===== config.mk =====
export PLATFORM = sky130hd
export DESIGN_NAME = lgl_curve_mem
export DESIGN_NICKNAME = d
export VERILOG_FILES = /design/src/sv/lgl_pkg.sv /design/src/sv/lgl_curve_mem.sv
export SDC_FILE = /design/constraint.sdc
export NUM_CORES = 1
export LEC_CHECK = 0
export BUFFER_PORTS_ARGS = -buffer_cell sky130_fd_sc_hd__buf_2
export CAP_MARGIN = 20
export CORE_ASPECT_RATIO = 1.1
export CORE_MARGIN = 2
export CORE_UTILIZATION = 25
export CTS_CLUSTER_DIAMETER = 200
export DETAILED_ROUTE_END_ITERATION = 12
export GPL_ROUTABILITY_DRIVEN = 0
export GPL_TIMING_DRIVEN = 1
export PLACE_DENSITY = 0.42
export SLEW_MARGIN = 20
export SYNTH_ARGS = -nofsm -noshare
export SYNTH_HDL_FRONTEND = slang
export SYNTH_SLANG_ARGS = --single-unit

===== constraint.sdc =====
create_clock -name clk -period 4.8 [get_ports clk]
set_clock_uncertainty 0.1 [all_clocks]
set_input_delay 0.48 -clock clk [delete_from_list [all_inputs] [get_ports clk]]
set_output_delay 0.48 -clock clk [all_outputs]
set_load 0.02 [all_outputs]

===== src/sv/lgl_pkg.sv =====
// ----------------------------------------------------------------------------
// lgl_pkg
// Shared types and constants for the piecewise-linear luma gamma block.
// ----------------------------------------------------------------------------
package lgl_pkg;

    localparam int MAX_POINTS_DEF          = 64;
    localparam int CURVE_FRACTION_BITS_DEF = 16;

    localparam int PIX_W     = 8;
    localparam int OUT_W     = 8;
    localparam int NP_W      = 7;
    localparam int BITS_W    = 4;
    localparam int EIDX_W    = 6;
    localparam int FRAC_N_W  = PIX_W + NP_W;
    localparam int CFG_IDX_W = 2;
    localparam int CFG_DAT_W = NP_W;

    localparam logic [NP_W-1:0]   NUM_POINTS_RST  = NP_W'(33);
    localparam logic [BITS_W-1:0] INPUT_BITS_RST  = BITS_W'(8);
    localparam logic [BITS_W-1:0] OUTPUT_BITS_RST = BITS_W'(8);

    localparam logic CMD_PIXEL = 1'b0;
    localparam logic CMD_WRITE = 1'b1;

    typedef enum logic [CFG_IDX_W-1:0] {
        REG_NUM_POINTS  = 2'd0,
        REG_INPUT_BITS  = 2'd1,
        REG_OUTPUT_BITS = 2'd2
    } cfg_reg_t;

    typedef struct packed {
        logic [NP_W-1:0]   num_points;
        logic [BITS_W-1:0] input_bits;
        logic [BITS_W-1:0] output_bits;
    } cfg_t;

    typedef struct packed {
        logic [BITS_W-1:0]   ib;
        logic [BITS_W-1:0]   ob;
        logic [FRAC_N_W-1:0] frac;
    } seg_info_t;

endpackage


===== src/sv/lgl_curve_mem.sv =====
// ----------------------------------------------------------------------------
// lgl_curve_mem
// Curve point storage: two mirrored banks, one read port each.
// ----------------------------------------------------------------------------
module lgl_curve_mem
    import lgl_pkg::*;
#(
    parameter int MAX_POINTS = MAX_POINTS_DEF,
    parameter int EW         = CURVE_FRACTION_BITS_DEF + 1,
    parameter int IDX_W      = $clog2(MAX_POINTS)
)
(
    input  logic              clk,
    input  logic              wr_en,
    input  logic [EIDX_W-1:0] wr_index,
    input  logic [EW-1:0]     wr_data,
    input  logic              rd_en,
    input  logic [IDX_W-1:0]  rd_addr0,
    input  logic [IDX_W-1:0]  rd_addr1,
    output logic [EW-1:0]     rd_data0,
    output logic [EW-1:0]     rd_data1
);

    localparam int AW = (IDX_W > EIDX_W) ? IDX_W : EIDX_W;

    logic [EW-1:0]    bank0 [MAX_POINTS];
    logic [EW-1:0]    bank1 [MAX_POINTS];
    logic [AW-1:0]    wide_index;
    logic             in_table;
    logic [IDX_W-1:0] waddr;
    logic [EW-1:0]    rd_data0_reg;
    logic [EW-1:0]    rd_data1_reg;

    // writes past the table are dropped
    assign wide_index = AW'(wr_index);
    assign in_table   = ({1'b0, wide_index} < (AW+1)'(MAX_POINTS));
    assign waddr      = wide_index[IDX_W-1:0];
    assign rd_data0   = rd_data0_reg;
    assign rd_data1   = rd_data1_reg;

    always_ff @(posedge clk)
    begin
        if (wr_en && in_table)
        begin
            bank0[waddr] <= wr_data;
            bank1[waddr] <= wr_data;
        end
        if (rd_en)
        begin
            rd_data0_reg <= bank0[rd_addr0];
            rd_data1_reg <= bank1[rd_addr1];
        end
    end

endmodule


Word level (Yosys, flattened, before mapping)
Memories as Yosys holds them, arrays and structs flattened. A register that Yosys moved wholly into a read port is not among the register bits. Cells that the tools add are included.

Register bits after elaboration: 0. Memory bits (writable): 2176. Input port bits: 38. Output and inout bits: 34. Logic and storage cells: 4. Memories: 2.

Mux-type cells: 2.

Memories: bank0 (words 64, bits a word 17, rd ports 1, clocked after Yosys merged registers in 1, wr ports 1, RTL line lgl_curve_mem.sv:26) `logic [EW-1:0] bank0 [MAX_POINTS];`; bank1 (words 64, bits a word 17, rd ports 1, clocked after Yosys merged registers in 1, wr ports 1, RTL line lgl_curve_mem.sv:27) `logic [EW-1:0] bank1 [MAX_POINTS];`.

Operators by type and width (count): two-way mux 1 bit (2).

Depth between registers and ports, before layout
Word-level depth: 2. Gate-level depth with buffers: 10. Depth with buffers taken out: 5.

Worst setup path before layout
No wires, ideal clock.

Kind: input port to flip-flop. Start: input port wr_index[3]. End: memory bank1[0][0] (netlist name), enable pin. Setup time: 0.412 ns. Arrival time: 2.353 ns. Data required time: 4.288 ns. Path slack: 1.934 ns. Stages: 4. Path buffers: 1. Cell sequence: clkbuf_1 > nor4b_1 > nand2b_1 > nor3_1.

RTL lines: start, declared (RTL line lgl_curve_mem.sv:15) `input logic [EIDX_W-1:0] wr_index,`; end, declared (RTL line lgl_curve_mem.sv:27).

No word-level cell before the write port.

==> impl_metrics.csv <==
group,metric,value,unit
min_path,holdCritPathClass,"primary input to flip-flop",
grt,antenna_found_initial,17,
critical_path,cp.buffers_inverters,2,
route,ant_nets,0,
cells_and_area,areaGrowthSynthToFinish,16.4,%
floorplanning,core,206000,µm²
sta,hold_violations,0,
clocking,tritoncts,"done",
synthesis,ys_ff_latch,1122,
clocking,path_clk_slew,60,ps
synthesis,synth_edf_count,1122,
sta,maxSlewViolCount,0,
synthesis,ys_warn_count,0,
synthesis,synth_area,51700,µm²
sta,rsz0062_at_grt,"no",
placement,dpl_cell_area,56300,µm²
synthesis,synth_nets,2673,
sta,setup_viol,0,
placement,pre_cts_ws,778,ps
placement,hpwl,127000,µm
synthesis,syn_inst,2635,
power,pwr-share-clk,41.5,%
synthesis,synth_top_cell_area_share,65.2,%
critical_path,max_stage_delay,730,ps
power,power.leakage,18.6,nW
sta,slew-limit-headroom,23.1,%
critical_path,worst_path_dominant_cell_family,"compound AO/OA/AOI/OAI gates",
clocking,clock_sinks,1122,
cells_and_area,fill_cells,20157,
placement,portBuffers,71,
clocking,clockBufferDepth,3,
floorplanning,die_w,438,µm
clocking,cts_resized,0,
clocking,htreeDepth,3,
power,irDropWorstVdd,0.325,mV
synthesis,yosys.cell_count.top_type,"edfxtp_1",
sta,max_slew.worst_pin.slew,1150,ps
power,powerDensity,369,nW/µm²
critical_path,reg2reg_slack,2110,ps
synthesis,syn-mean-instance-area,19.6,µm²
sta,setup_ws,1650,ps
grt,groute.usage.overall,18.2,%
grt,first_global_vias,29877,
power,seqPwrFrac,49.4,%
synthesis,ys.flop_type,"edfxtp_1",
route,vias,29212,
floorplanning,pin_count,72,
cells_and_area,fin_nets,2815,
route,drc,0,
critical_path,path_class,"primary input to flip-flop",
critical_path,crit_path_end_kind,"flip-flop",
power,internal-power,16.9,mW
clocking,cts_root_buffer,"clkbuf_16",
synthesis,synth_seq_area_share,65.2,%
synthesis,async_flop_share,0,%
synthesis,yosys-top-cells-count,"edfxtp_1, mux4_2, mux2i_1",
critical_path,critPathLaunchType,"primary input",
critical_path,cp_max_fo,32,
critical_path,crit_slowest_cell,"and2_1",
floorplanning,die-height,481,µm
grt,grt_start_max_net_pins,71,
clocking,post_cts_buffers,0,
cells_and_area,largest_register,"bank1",
clocking,ctsHoldBuffers,2,
grt,grt-ovfl-total,0,
power,p_sw,5.35,mW
route,routed_wl,194000,µm
critical_path,crit_top_cell,"o21ai_0",
synthesis,synthDistinctLibCells,45,
floorplanning,fp-row-count,175,
synthesis,yosys.area.top_type,"edfxtp_1",
sta,tns,0,ps
clocking,clkLatencyLatePin,760,ps
clocking,cts_made_buffers,116,
sta,fin_crit,3150,ps
cells_and_area,largest_register_ffs,1071,
route,drt_iter0_markers,3470,
floorplanning,dieArea,210000,µm²
synthesis,synth_area_leaders,"edfxtp_1, mux4_2, mux2i_1",
power,sw_frac_of_total,24.1,%
power,combPwrFrac,9.1,%
cells_and_area,drive_above_1_share,34.9,%
sta,post-route-period-util,65.6,%
critical_path,worstPathRequired,5270,ps
cells_and_area,final_area,60200,µm²
route,vias_per_cell,5.19,
sta,fmax,317,MHz
route,wl_per_cell,34.5,µm
critical_path,arrival,3630,ps
critical_path,path_cells,"clkbuf_8 > buf_4 > and2_1 > a221oi_1 > o21ai_0 > o21ai_0 > nor3_1",
route,dr.pass1.iters,5,
flow_run,cap_violations,0,
floorplanning,initial_core_util,25.1,%
grt,grt_pass1_wl,264000,µm
status,status,"finished clean",
==> power groups by stage <==
stage	Clock (mW)	Sequential, mW	Combinational, mW
final	9.23	11.0	2.01
after global routing	9.72	11.0	2.09
after CTS	9.40	11.0	2.03
after detailed placement	0	11.2	2.03
after global placement	0	11.2	2.01
after floorplan	0	11.2	1.04
==> area by class of cell <==
class | instances | area, µm² | share of cell area [%]
antenna | 7 | 17.5 | 0.0291
clock buffer | 140 | 3040 | 5.04
clock inverter | 75 | 782 | 1.30
multi-input combinational | 1300 | 17200 | 28.6
sequential | 1122 | 33700 | 56.0
tap | 2743 | 3430 | 5.70
timing repair buffer | 237 | 1970 | 3.28
==> stage by stage <==
step	instances	hold WS [ps]	utilization [%]	total power, mW
2_1_floorplan	2635	479	-	12.2
3_3_place_gp	5397	729	27.3	13.2
3_5_place_dp	5400	759	27.3	13.2
4_1_cts	5617	18.4	29.2	22.4
5_1_grt	5621	77.2	29.2	22.8
6_report	5624	76.3	29.2	22.2
==> cells by family after synthesis <==
family                 count (synthesis)  synth area share [%]
AOI/OAI and AO/OA                    316                  4.33
muxes                                733                  26.1
buffers and inverters                213                  2.19
and+or+nand+nor                      251                  2.25
DFF                                 1122                  65.2
==> worst paths after layout <==
kind           startpoint           end  cells after the start
min reg2reg  bank1[63][2]   rd_data1[2]                      4
max reg2reg  bank1[31][3]   rd_data1[3]                      4
min            wr_data[8]  bank1[18][8]                      1
max           rd_addr1[1]   rd_data1[6]                      7
==> layout by cell type (no fill, tap or decap), types with 9 or more instances in the layout <==
master	count
o211ai_1	24
buf_4	139
mux4_2	488
nor2_4	25
nor2_2	39
edfxtp_1	1122
o31ai_1	12
o22ai_1	39
clkbuf_1	22
mux2_2	29
a22oi_1	31
or3_1	11
bufinv_16	14
o221ai_1	20
mux2i_1	216
nand2b_1	33
nor2_1	33
a22o_1	23
nor3_1	15
clkbuf_16	118
buf_2	65
a31oi_1	24
clkinv_2	16
clkinv_1	24
a221oi_1	9
o21ai_0	27
nand2_1	59
a211oi_1	12
clkinvlp_4	9
buf_12	24
a21oi_1	48
==> routing by layer <==
metal,track usage [%],share of wire [%]
met5,0,0.021
met4,8.50,5.0
met3,2.08,5.6
met2,30.6,49
met1,23.4,40
Power figures use the tool's default switching activity.
