===== config.mk =====
export PLATFORM = sky130hd
export DESIGN_NAME = lgl_index
export DESIGN_NICKNAME = d
export VERILOG_FILES = /design/src/sv/lgl_pkg.sv /design/src/sv/lgl_index.sv
export SDC_FILE = /design/constraint.sdc
export NUM_CORES = 1
export LEC_CHECK = 0
export BUFFER_PORTS_ARGS = -buffer_cell sky130_fd_sc_hd__buf_2
export CORE_ASPECT_RATIO = 1.75
export CORE_MARGIN = 4
export CORE_UTILIZATION = 31
export CTS_CLUSTER_SIZE = 10
export DETAILED_ROUTE_END_ITERATION = 10
export PLACE_DENSITY_LB_ADDON = 0.1
export SYNTH_ARGS = -nofsm -noshare
export SYNTH_HDL_FRONTEND = slang
export SYNTH_SLANG_ARGS = --single-unit

===== constraint.sdc =====
create_clock -name clk -period 16.95 [get_ports clk]
set_input_delay 3.39 -clock clk [delete_from_list [all_inputs] [get_ports clk]]
set_output_delay 3.39 -clock clk [all_outputs]
set_load 0.02 [all_outputs]

===== src/sv/lgl_pkg.sv =====
// ----------------------------------------------------------------------------
// lgl_pkg
// Shared types and constants for the piecewise-linear luma gamma block.
// ----------------------------------------------------------------------------
package lgl_pkg;

    localparam int MAX_POINTS_DEF          = 64;
    localparam int CURVE_FRACTION_BITS_DEF = 16;

    localparam int PIX_W     = 8;
    localparam int OUT_W     = 8;
    localparam int NP_W      = 7;
    localparam int BITS_W    = 4;
    localparam int EIDX_W    = 6;
    localparam int FRAC_N_W  = PIX_W + NP_W;
    localparam int CFG_IDX_W = 2;
    localparam int CFG_DAT_W = NP_W;

    localparam logic [NP_W-1:0]   NUM_POINTS_RST  = NP_W'(33);
    localparam logic [BITS_W-1:0] INPUT_BITS_RST  = BITS_W'(8);
    localparam logic [BITS_W-1:0] OUTPUT_BITS_RST = BITS_W'(8);

    localparam logic CMD_PIXEL = 1'b0;
    localparam logic CMD_WRITE = 1'b1;

    typedef enum logic [CFG_IDX_W-1:0] {
        REG_NUM_POINTS  = 2'd0,
        REG_INPUT_BITS  = 2'd1,
        REG_OUTPUT_BITS = 2'd2
    } cfg_reg_t;

    typedef struct packed {
        logic [NP_W-1:0]   num_points;
        logic [BITS_W-1:0] input_bits;
        logic [BITS_W-1:0] output_bits;
    } cfg_t;

    typedef struct packed {
        logic [BITS_W-1:0]   ib;
        logic [BITS_W-1:0]   ob;
        logic [FRAC_N_W-1:0] frac;
    } seg_info_t;

endpackage


===== src/sv/lgl_index.sv =====
// ----------------------------------------------------------------------------
// lgl_index
// Segment index and fraction from the pixel; first pipeline stage.
// ----------------------------------------------------------------------------
module lgl_index
    import lgl_pkg::*;
#(
    parameter int MAX_POINTS = MAX_POINTS_DEF,
    parameter int IDX_W      = $clog2(MAX_POINTS)
)
(
    input  logic              clk,
    input  logic              rst_n,
    input  cfg_t              cfg,
    input  logic              in_valid,
    input  logic              command,
    input  logic [PIX_W-1:0]  pixel_in,
    input  logic              ready_next,
    output logic              ready,
    output logic [IDX_W-1:0]  addr0,
    output logic [IDX_W-1:0]  addr1,
    output logic              valid,
    output seg_info_t         info
);

    logic [NP_W-1:0]     p;
    logic [NP_W-1:0]     pm1;
    logic [NP_W-1:0]     lim;
    logic [FRAC_N_W-1:0] n;
    logic [FRAC_N_W-1:0] idx_raw;
    logic [FRAC_N_W-1:0] idx;
    logic                valid_reg;
    logic                valid_next;
    seg_info_t           info_reg;
    seg_info_t           info_next;

    always_comb
    begin
        if (cfg.num_points < NP_W'(2))
        begin
            p = NP_W'(2);
        end
        else if (32'(cfg.num_points) > MAX_POINTS)
        begin
            p = NP_W'(MAX_POINTS);
        end
        else
        begin
            p = cfg.num_points;
        end
        pm1     = p - NP_W'(1);
        lim     = p - NP_W'(2);
        n       = FRAC_N_W'(pixel_in) * FRAC_N_W'(pm1);
        idx_raw = n >> cfg.input_bits;
        // clamp to the top segment, past it the curve extrapolates
        if (idx_raw > FRAC_N_W'(lim))
        begin
            idx = FRAC_N_W'(lim);
        end
        else
        begin
            idx = idx_raw;
        end
        info_next.ib   = cfg.input_bits;
        info_next.ob   = cfg.output_bits;
        info_next.frac = n - (idx << cfg.input_bits);
        valid_next     = in_valid && (command == CMD_PIXEL);
    end

    assign addr0 = idx[IDX_W-1:0];
    assign addr1 = idx[IDX_W-1:0] + IDX_W'(1);
    assign ready = !valid_reg || ready_next;
    assign valid = valid_reg;
    assign info  = info_reg;

    always_ff @(posedge clk or negedge rst_n)
    begin
        if (!rst_n)
        begin
            valid_reg <= 1'b0;
        end
        else if (ready)
        begin
            valid_reg <= valid_next;
        end
    end

    always_ff @(posedge clk)
    begin
        if (ready)
        begin
            info_reg <= info_next;
        end
    end

endmodule


# Word level (Yosys, flattened, before mapping)
# Index checks and enable logic that the tools add are counted.
# totals
ff_bits	24
out_inout_bits	37
# classes
n_mul	1
reduce_logical	3
n_lt_le_gt_ge	3
addsub	4
n_bitwise	1
shifts	2
mux	3
# ops
op	count
$gt A15 B7 Y1	1
$mul A8 B7 Y15	1
$mux W15	1
$shl A15 B4 Y15	1
$shr A15 B4 Y15	1
$sub A15 B15 Y15	1
$mux W7	2
$gt A7 B7 Y1 const B	1
$lt A7 B2 Y1 const B	1
$sub A7 B1 Y7 const B	1
$sub A7 B2 Y7 const B	1
$add A6 B1 Y6 const B	1
$logic_and A1 B1 Y1	1
$logic_not A1 Y1	1
$logic_or A1 B1 Y1	1
$not A1 Y1	1

# Depth between registers and ports, before layout
# Gate-level depths: netlist of the first run.
# depth
depth_word	10
depth_mapped	55
mapped_depth_nobuf	52

# Worst setup path before layout of the first run
# No wires, ideal clock.
# synth_path
path_type	input port to output port
start	in cfg[11] (netlist name)
end	out addr1[4]
n_path_buf	3
setup_slack_ns	0.767
stages	39
required_time_ns	13.560
arrival_ns	12.793
cell_sequence	clkbuf_1 > nor3_1 > nand2b_1 > o21ai_0 > clkbuf_1 > ha_1 > nand2_1 > mux2_2 > nand2b_1 > fa_1 > inv_1 > fa_1 > inv_1 > fa_1 > fa_1 > inv_1 > ha_1 > and2_4 > [... 3 more ...] > mux4_2 > and2_0 > a31oi_1 > a21oi_1 > ha_1 > nor2b_1 > o21a_1 > o21ai_0 > a21o_1 > a21oi_1 > nor3_1 > nand4_1 > a311oi_2 > buf_6 > mux2i_1 > ha_1 > nand3_1 > xnor2_1
# synth_via
elab_chain_cells	9
word_cells_on_any_way	11
classes_between	add/sub (3); mul (1); order compare (3); shift (1); mux (3)
# synth_lines
element	line	source
start, declared	lgl_index.sv:14	input cfg_t cfg,
$gt A7 B7 Y1	lgl_index.sv:43	else if (32'(cfg.num_points) > MAX_POINTS)
$mux W7	lgl_index.sv:43	
$mux W7 *	lgl_index.sv:39	if (cfg.num_points < NP_W'(2))
$sub A7 B1 Y7	lgl_index.sv:51	pm1 = p - NP_W'(1);
$mul A8 B7 Y15	lgl_index.sv:53	n = FRAC_N_W'(pixel_in) * FRAC_N_W'(pm1);
$shr A15 B4 Y15	lgl_index.sv:54	idx_raw = n >> cfg.input_bits;
$gt A15 B7 Y1	lgl_index.sv:56	if (idx_raw > FRAC_N_W'(lim))
$mux W15 *	lgl_index.sv:56	
net addr0[0]	lgl_index.sv:20	output logic [IDX_W-1:0] addr0,
$add A6 B1 Y6 *	lgl_index.sv:71	assign addr1 = idx[IDX_W-1:0] + IDX_W'(1);
end, declared	lgl_index.sv:21	output logic [IDX_W-1:0] addr1,
# The timed path passes the listed nets; every way through them passes the cells marked *.

# Worst setup path after layout of the first run
# layout_path
start	in cfg[11] (netlist name)
end	out addr1[4]
# layout_via
elab_chain_cells	9
word_cells_on_any_way	11
classes_between	add/sub (3); mul (1); order compare (3); shift (1); mux (3)
# layout_lines
element	line
$gt A7 B7 Y1	lgl_index.sv:43
$mux W7	lgl_index.sv:43
$mux W7 *	lgl_index.sv:39
$sub A7 B1 Y7	lgl_index.sv:51
$mul A8 B7 Y15	lgl_index.sv:53
$shr A15 B4 Y15	lgl_index.sv:54
$gt A15 B7 Y1	lgl_index.sv:56
$mux W15 *	lgl_index.sv:56
$add A6 B1 Y6 *	lgl_index.sv:71
# Mark *: on every way between the ends. The rest lies on a longest branch, timed or not.

==> impl_results.md, run 1 <==
* Status: finished clean
* Final Slew Violations at 0
* R2R Path Start: valid
* Initial core utilization at 31.8%
* Post-DR vias/cell at 5.48
* Die W at 107 um
* Die Y at 181 um
* Syn avg cell area at 8.36 sq um
* Final design utilization at 36.0%
* Antenna violations before repair at 0
* RD Place Congestion at 0.990
* Seq/Total Area, Yosys at 13.5%
* Share of flip-flops with an asynchronous set or reset at 4.17%
* Buffers on Ports at 64
* Post-route DRC at 0
* Slew headroom at 27.2%
* Fmax at 61.4 MHz
* Overall fraction of global-route tracks in use at 16.8%
* Worst path required time at 13.56 ns
* Capturing element type of the critical path: output port
* DRT Wirelength at 16.4 mm
* Clock skew at 0.00306 ns
* Leading area contributor after synthesis: ha_1
* Top-count cell post-synth: inv_1
* Worst slew pin tran at 1.09 ns
* XOR/XNOR Fraction of Synth Area at 3.15%
* Share of cells above drive strength 1 at 15.7%
* Synth area leaders: ha_1 14%, edfxtp_1 13%, fa_1 11%
* Arr. time, crit path at 12.90 ns
* Total CTS buffers at 3
* Startpoint Class: primary input
* Yosys cell types at 80
* Clk slew on worst S/H paths at 0.06 ns
* HP Class: reg -> reg
* Post-synth top cells: 65 x inv_1, 58 x ha_1, 50 x nand2_1
* Final hold violations at 0
* Crit path max fanout at 10
* Ys Warns at 0
* # diodes at 0
* WL/cell at 18.0 um
* Critical-path top delay cell: fa_1
* Hold path startpoint: valid
* Max cap viols at 0
* Area share of and/or/nand/nor cells after synthesis at 20.7%
* Number of synthesized register bits at 24
* Syn_nets at 748
* Adder-Cell Fraction of Synth Area at 25.1%
* Final setup viols at 0
* CTS Hold Buffers Added at 0
* Non-filler instance count after layout at 910
* Post-synth top flop: edfxtp_1
* H-tree depth at 1
* Die area at 19300 sq um
* GR Overflow Total at 0
* # clock sinks at 24
* CTS resizes at 0
* Period minus WS final at 16.29 ns
* Maximum root-to-sink buffer count at 2
* CTS tree: yes
* Largest family of logic cells by synthesized area: adder cells
* Mux share of post-synthesis cell area at 8.08%
* Synth Instances at 632
* DR vias at 4990
* Buffer count from post-CTS setup fixing at 0
* Row count at 62
* Nets@finish at 803
* Largest net degree at the start of global routing at 32
* Fillcell total at 1799
* Syn-to-layout area delta at 13.0%
* Worst path max stage delay at 0.54 ns
* Placed cells at 906
* I/O Pins at 65
* Compound-gate portion of the synthesized area at 22.3%
* Synthesized cell area at 5280 sq um
* Post-synth EDFFs at 23
* Clock root buffer: clkbuf_16
* Max FFs per register at 23
* Iteration-0 DRC Markers at 203
* Final period utilization at 96.1%
* Kind of critical path: in -> out
* Drt pass-1 iters at 6
* Number of global-route vias before repair at 5092
* Detailed Place HPWL at 13.8 mm
* Worst-skew pair later-pin latency at 0.26 ns
* Final antenna-violating net count at 0
* Share of the synthesized area in the top cell type at 13.7%
* First-pass GRT wire length at 26.2 mm
* Core ar. at 16600 sq um
* Critical path origin: cfg[11]
per-stage QoR:
step	worst slack [ns]	setup TNS (ns)	hold WS, ns	cell area (sq um)
after floorplan	0.767	0	1.28	5280
after global placement	0.663	0	1.25	5850
after detailed placement	0.561	0	1.29	5850
after CTS	0.533	0	1.30	5960
after global routing	-0.0293	-0.0293	1.48	5970
final	0.657	0	1.22	5970
cells by family (layout without fill, tap and decap cells):
family / Yosys count / in the layout
other cells: 1 / 1
xor+xnor: 19 / 19
buf+inv: 93 / 147
compound gates: 161 / 161
fa+ha+maj: 88 / 88
flops: 24 / 24
simple gates: 214 / 214
mux: 32 / 32
placed cells by master, fill, tap and decap left out, drive strengths merged, types with 4 or more instances in the layout:
cell and instances:
xnor2 11, a221oi 5, a21o 10, mux2i 19
fa 30, nor3 16, and2 31, o22ai 4
and3 4, o211a 4, mux2 7, a211oi 10
a211o 4, nand2 50, mux4 6, nand2b 11
o221ai 4, nor2b 26, o21bai 5, o21a 4
buf 75, a22oi 4, xor2 8, a2bb2oi 4
inv 65, edfxtp 23, nand3 16, a21boi 8
nand4 5, a21oi 25, nor2 41, o211ai 6
o21ai 33, ha 58
critical path: cells and delay by family:
| kind | cells | cell delay (ns) |
|---|---|---|
| buffers and inverters | 5 | 0.64 |
| XOR/XNOR | 1 | 0.14 |
| adder cells (fa/ha/maj) | 8 | 3.30 |
| AO/OA/AOI/OAI | 15 | 3.91 |
| AND/OR/NAND/NOR | 9 | 1.20 |
| multiplexers | 1 | 0.28 |
cell type report:
type | count | area (sq um) | share of cell area [%]
multi-input cells | 515 | 4210 | 70.5
well taps | 224 | 280 | 4.69
flip-flops and latches | 24 | 716 | 12.0
clock buffers | 3 | 75.1 | 1.26
clock inverters | 1 | 30.0 | 0.503
repair buffers | 75 | 403 | 6.75
inverters | 68 | 255 | 4.27
path summary, 6_finish.rpt:
path / end / slack [ns] / depth (start not counted)
max: addr1[4] / 0.66 / 39
min reg2reg: valid / 1.22 / 2
min: valid / 1.22 / 2
max in group asynchronous: valid / 13.97 / 1
max reg2reg: info[13] / 15.42 / 1
min in group asynchronous: valid / 2.89 / 1
metal layers:
layer	GRT usage, %	routed length (um)	up-vias	part of all wire [%]
li1	-	-	2389	-
met1	17.3	5890	2419	36
met2	34.3	9410	140	57
met3	0.717	430	42	2.6
met4	6.55	680	0	4.1
met5	0	0	-	0
Power of run 1 is left out: the tool's default activity adds up to more than one toggle a clock period on the data nets, which glitch-free logic cannot reach.
==> run 2, diff against run 1 <==
ABC_AREA = 1   (was default)
==> impl_results.md, run 2 <==
* Hold path startpoint: valid
* Fmax at 66.0 MHz
* Core ar. at 16400 sq um
* Largest net degree at the start of global routing at 32
* Worst path required time at 13.56 ns
* Drt pass-1 iters at 4
* Fillcell total at 1804
* Capturing element type of the critical path: output port
* Buffers on Ports at 64
* Post-synth top flop: edfxtp_1
* # clock sinks at 24
* Post-synth top cells: 197 x nand2_1, 127 x inv_1, 116 x nand3_1
* H-tree depth at 1
* Max FFs per register at 23
* Most frequent cells in the layout: 197 x nand2_1, 127 x inv_1, 116 x nand3_1, 71 x nor2_1, 64 x buf_2
* Period minus WS final at 15.15 ns
* Number of global-route vias before repair at 5325
* CP delay by family, top: adder cells
* GR Overflow Total at 0
* Clk slew on worst S/H paths at 0.06 ns
* I/O Pins at 65
* Total CTS buffers at 3
* Power per cell area at 232 nW/um^2
* Yosys cell types at 42
* R2R Path Start: valid
* Iteration-0 DRC Markers at 179
* Status: finished clean
* Worst path max stage delay at 0.55 ns
* RD Place Congestion at 0.880
* Critical-path top delay cell: xnor2_1
* Worst-skew pair later-pin latency at 0.25 ns
* Worst slew pin tran at 0.980 ns
* Ys Warns at 0
* Post-DR vias/cell at 4.96
* WL/cell at 15.8 um
* Commonest non-fill, non-tap cell in the layout: nand2_1
* Final setup viols at 0
* Most frequent CP cell: nand2_1
* Post-synth EDFFs at 23
* Syn_nets at 901
* Syn-to-layout area delta at 12.3%
* Final worst setup slack at 1.80 ns
* Die area at 18900 sq um
* DRT Wirelength at 16.7 mm
* Critical path origin: cfg[11]
* Row count at 62
* HP Class: reg -> reg
* Synthesized cell area at 5160 sq um
* Clock root buffer: clkbuf_16
* VDD IR max at 0.0812 mV
* Unrepaired setup endpoints after global routing: no
* Design area at 5800 sq um
* Final hold violations at 0
* Die Y at 179 um
* First-pass GRT wire length at 26.6 mm
* DP Area at 5690 sq um
* Die W at 106 um
* Multi-input gate area at 3860 sq um
* Static Leak at 3.14 nW
* DR vias at 5256
* Place WS at 1.80 ns
* Number of synthesized register bits at 24
* WP buf/inv at 10
* Final period utilization at 89.4%
* Top-count cell post-synth: nand2_1
* Buffer count from post-CTS setup fixing at 0
* Arr. time, crit path at 11.76 ns
* Share of flip-flops with an asynchronous set or reset at 4.17%
* Total area of sequential cells at 716 sq um
* CTS resizes at 0
* Maximum root-to-sink buffer count at 2
* Antenna violations before repair at 0
* Initial core utilization at 31.5%
* # diodes at 0
* Final Slew Violations at 0
* Clock skew at 0.00191 ns
* CTS tree: yes
* Post-route DRC at 0
* Startpoint Class: primary input
* Syn avg cell area at 6.57 sq um
* Crit path max fanout at 10
* Overall fraction of global-route tracks in use at 17.8%
* Seq/Total Area, Yosys at 13.9%
* Nets@finish at 953
* Synth Instances at 785
* Max cap viols at 0
* Slew headroom at 34.5%
* Final design utilization at 35.4%
* WHS at 1.21 ns
* Share of the synthesized area in the top cell type at 14.3%
* Synth area leaders: nand2_1 14%, ha_1 14%, edfxtp_1 13%
* CTS Hold Buffers Added at 0
* Setup TNS Final at 0 ns
* Detailed Place HPWL at 14.5 mm
* Kind of critical path: in -> out
* Leading area contributor after synthesis: nand2_1
* Share of cells above drive strength 1 at 12.2%
* Final antenna-violating net count at 0
[run 2: metrics by stage]
stage / power, mW / instances
CTS: 1.36 / 1060
global route: 1.51 / 1060
detailed placement: 1.29 / 1056
global placement: 1.29 / 1056
floorplan: 1.01 / 785
finish: 1.35 / 1060
[run 2: power breakdown]
part           internal, mW  switching, mW
Combinational         0.404          0.752
Sequential            0.123        0.00368
Clock                0.0469         0.0188
[run 2: cell families (layout without fill, tap and decap cells)]
family / after synthesis / count (layout) / synth area share [%]
AOI/OAI and AO/OA: 62 / 62 / 6.81
buffers and inverters: 152 / 203 / 11.3
other: 1 / 1 / 0.0727
and+or+nand+nor: 429 / 429 / 37.3
DFF: 24 / 24 / 13.9
muxes: 2 / 2 / 0.388
xor gates and xnor gates: 27 / 27 / 4.58
adders and majority gates: 88 / 88 / 25.7
[run 2: final cells by class]
| cell class | instances | area share, % |
|---|---|---|
| multi-input combinational | 609 | 66.7 |
| sequential | 24 | 12.3 |
| tap | 224 | 4.84 |
| clock inverter | 1 | 0.518 |
| clock buffer | 3 | 1.30 |
| inverter | 134 | 8.68 |
| timing repair buffer | 65 | 5.66 |
[run 2: per-layer routing]
layer  part of all wire (%)  vias up  wire length [um]  GRT usage, %
li1                       -     2630                 -             -
met2                     57      113              9610          36.7
met3                    2.1       36               343         0.865
met1                     35     2477              5880          17.3
met4                    5.3        0               895          9.35
met5                      0        -                 0             0
[run 2: worst min-delay path, cell delays in order (launching register included)]
cell     delay (ns)
dfrtp_1        0.34
nand2_1        0.56
o21ai_0        0.25
[run 2: final timing paths]
kind | slack (ns) | depth (start not counted) | to
min in group asynchronous | 2.90 | 1 | valid
min reg2reg | 1.21 | 2 | valid
min | 1.21 | 2 | valid
max reg2reg | 15.48 | 1 | info[0]
max | 1.80 | 49 | addr1[4]
max in group asynchronous | 13.97 | 1 | valid
Power figures use the tool's default switching activity.
==> run 3, diff against run 2 <==
CELL_PAD_IN_SITES_DETAIL_PLACEMENT = 0   (was default)
CELL_PAD_IN_SITES_GLOBAL_PLACEMENT = 1   (was default)
GPL_TIMING_DRIVEN = 0   (was default)
==> impl_results.md, run 3 (synthesized netlist as in run 2, its figures left out) <==
* Crit path max fanout at 10
* Clock root buffer: clkbuf_16
* Total CTS buffers at 3
* Most frequent cells in the layout: 197 x nand2_1, 127 x inv_1, 116 x nand3_1, 72 x buf_2, 71 x nor2_1
* Maximum root-to-sink buffer count at 2
* # diodes at 0
* Slew headroom at 34.0%
* Buffers on Ports at 64
* Static Leak at 3.18 nW
* Syn-to-layout area delta at 13.7%
* Capturing element type of the critical path: output port
* Clock skew at 0.00376 ns
* WHS Path Cells at 2
* Buffer count from post-CTS setup fixing at 0
* Final design utilization at 35.8%
* GR Overflow Total at 0
* Power per cell area at 230 nW/um^2
* WP buf/inv at 9
* Worst path required time at 13.56 ns
* DR vias at 5219
* Nets@finish at 970
* Placed cells at 1073
* I/O Pins at 65
* Initial core utilization at 31.5%
* Hold path startpoint: valid
* VDD IR max at 0.0870 mV
* Die area at 18900 sq um
* Die Y at 179 um
* Worst path max stage delay at 0.75 ns
* Reg-to-reg endpoint: valid
* Arr. time, crit path at 12.06 ns
* Unrepaired setup endpoints after global routing: no
* Drt pass-1 iters at 4
* Status: finished clean
* First-pass GRT wire length at 25.4 mm
* Number of global-route vias before repair at 5237
* Non-filler instance count after layout at 1077
* Final Slew Violations at 0
* R2r setup slk at 15.46 ns
* Startpoint Class: primary input
* Overall fraction of global-route tracks in use at 17.1%
* Final antenna-violating net count at 0
* Power Total at 1.35 mW
* H-tree depth at 1
* DP Area at 5760 sq um
* Row count at 62
* Final period utilization at 91.1%
* Setup TNS Final at 0 ns
* Period minus WS final at 15.45 ns
* Clk slew on worst S/H paths at 0.06 ns
* Post-DR vias/cell at 4.85
* Detailed Place HPWL at 14.6 mm
* Kind of critical path: in -> out
* Worst hold path endpoint: valid
* Worst slew pin tran at 0.987 ns
* Commonest non-fill, non-tap cell in the layout: nand2_1
* CTS tree: yes
* Largest net degree at the start of global routing at 26
* Critical-path top delay cell: xnor2_1
* Iteration-0 DRC Markers at 189
* Max cap viols at 0
* Post-route DRC at 0
* Core ar. at 16400 sq um
* Fmax at 64.7 MHz
* WL/cell at 15.3 um
* Final setup viols at 0
* Max FFs per register at 23
* Design area at 5870 sq um
* DRT Wirelength at 16.5 mm
* Antenna violations before repair at 0
* CP delay by family, top: simple AND/OR/NAND/NOR gates
* # clock sinks at 24
* RD Place Congestion at 0.876
* Die W at 106 um
* Worst r2r path cells at 2
* Worst-skew pair later-pin latency at 0.26 ns
* Final hold violations at 0
* Fillcell total at 1854
* Share of cells above drive strength 1 at 12.8%
* R2R Path Start: valid
* Most frequent CP cell: nand2_1
* CTS Hold Buffers Added at 0
* CTS resizes at 0
* HP Class: reg -> reg
-- run 3: per-stage QoR --
step | setup slack (ns) | hold WS [ns]
after floorplan | 2.83 | 1.27
after global placement | 1.52 | 1.19
after detailed placement | 1.46 | 1.29
after CTS | 1.42 | 1.31
after global routing | 0.877 | 1.38
final | 1.50 | 1.24
-- run 3: worst max-delay path by stage --
| stage | to | slack [ns] | startpoint | cells past startpoint |
|---|---|---|---|---|
| floorplan | addr1[4] | 2.83 | cfg[11] | 51 |
| global placement | addr1[4] | 1.52 | cfg[12] | 49 |
| detailed placement | addr1[4] | 1.46 | cfg[11] | 49 |
| CTS | addr1[4] | 1.42 | cfg[11] | 49 |
| global route | addr1[4] | 0.88 | cfg[11] | 49 |
| finish | addr1[4] | 1.50 | cfg[12] | 49 |
-- run 3: area by class of cell --
class / count / area [sq um] / share of cell area, %
multi-input combinational: 609 / 3860 / 65.9
sequential: 24 / 716 / 12.2
inverter: 134 / 503 / 8.58
timing repair buffer: 64 / 320 / 5.46
tap: 224 / 280 / 4.78
buffer: 18 / 77.6 / 1.32
clock buffer: 3 / 75.1 / 1.28
clock inverter: 1 / 30.0 / 0.512
-- run 3: where the power goes --
group	total (mW)	internal (mW)	switching (mW)	leakage [nW]
combinational	1.15	0.404	0.751	2.88
clock	0.0666	0.0469	0.0197	0.0511
sequential	0.126	0.123	0.00375	0.249
-- run 3: routing by layer --
layer | wire, um | GRT usage [%]
met3 | 317 | 0.468
met4 | 856 | 8.75
met2 | 9400 | 35.5
met1 | 5900 | 16.8
met5 | 0 | 0
-- run 3: worst min-delay path: cells and delay by family (launching register included) --
family | cells | cell delay, ns
flops | 1 | 0.35
simple gates | 1 | 0.57
compound gates | 1 | 0.27
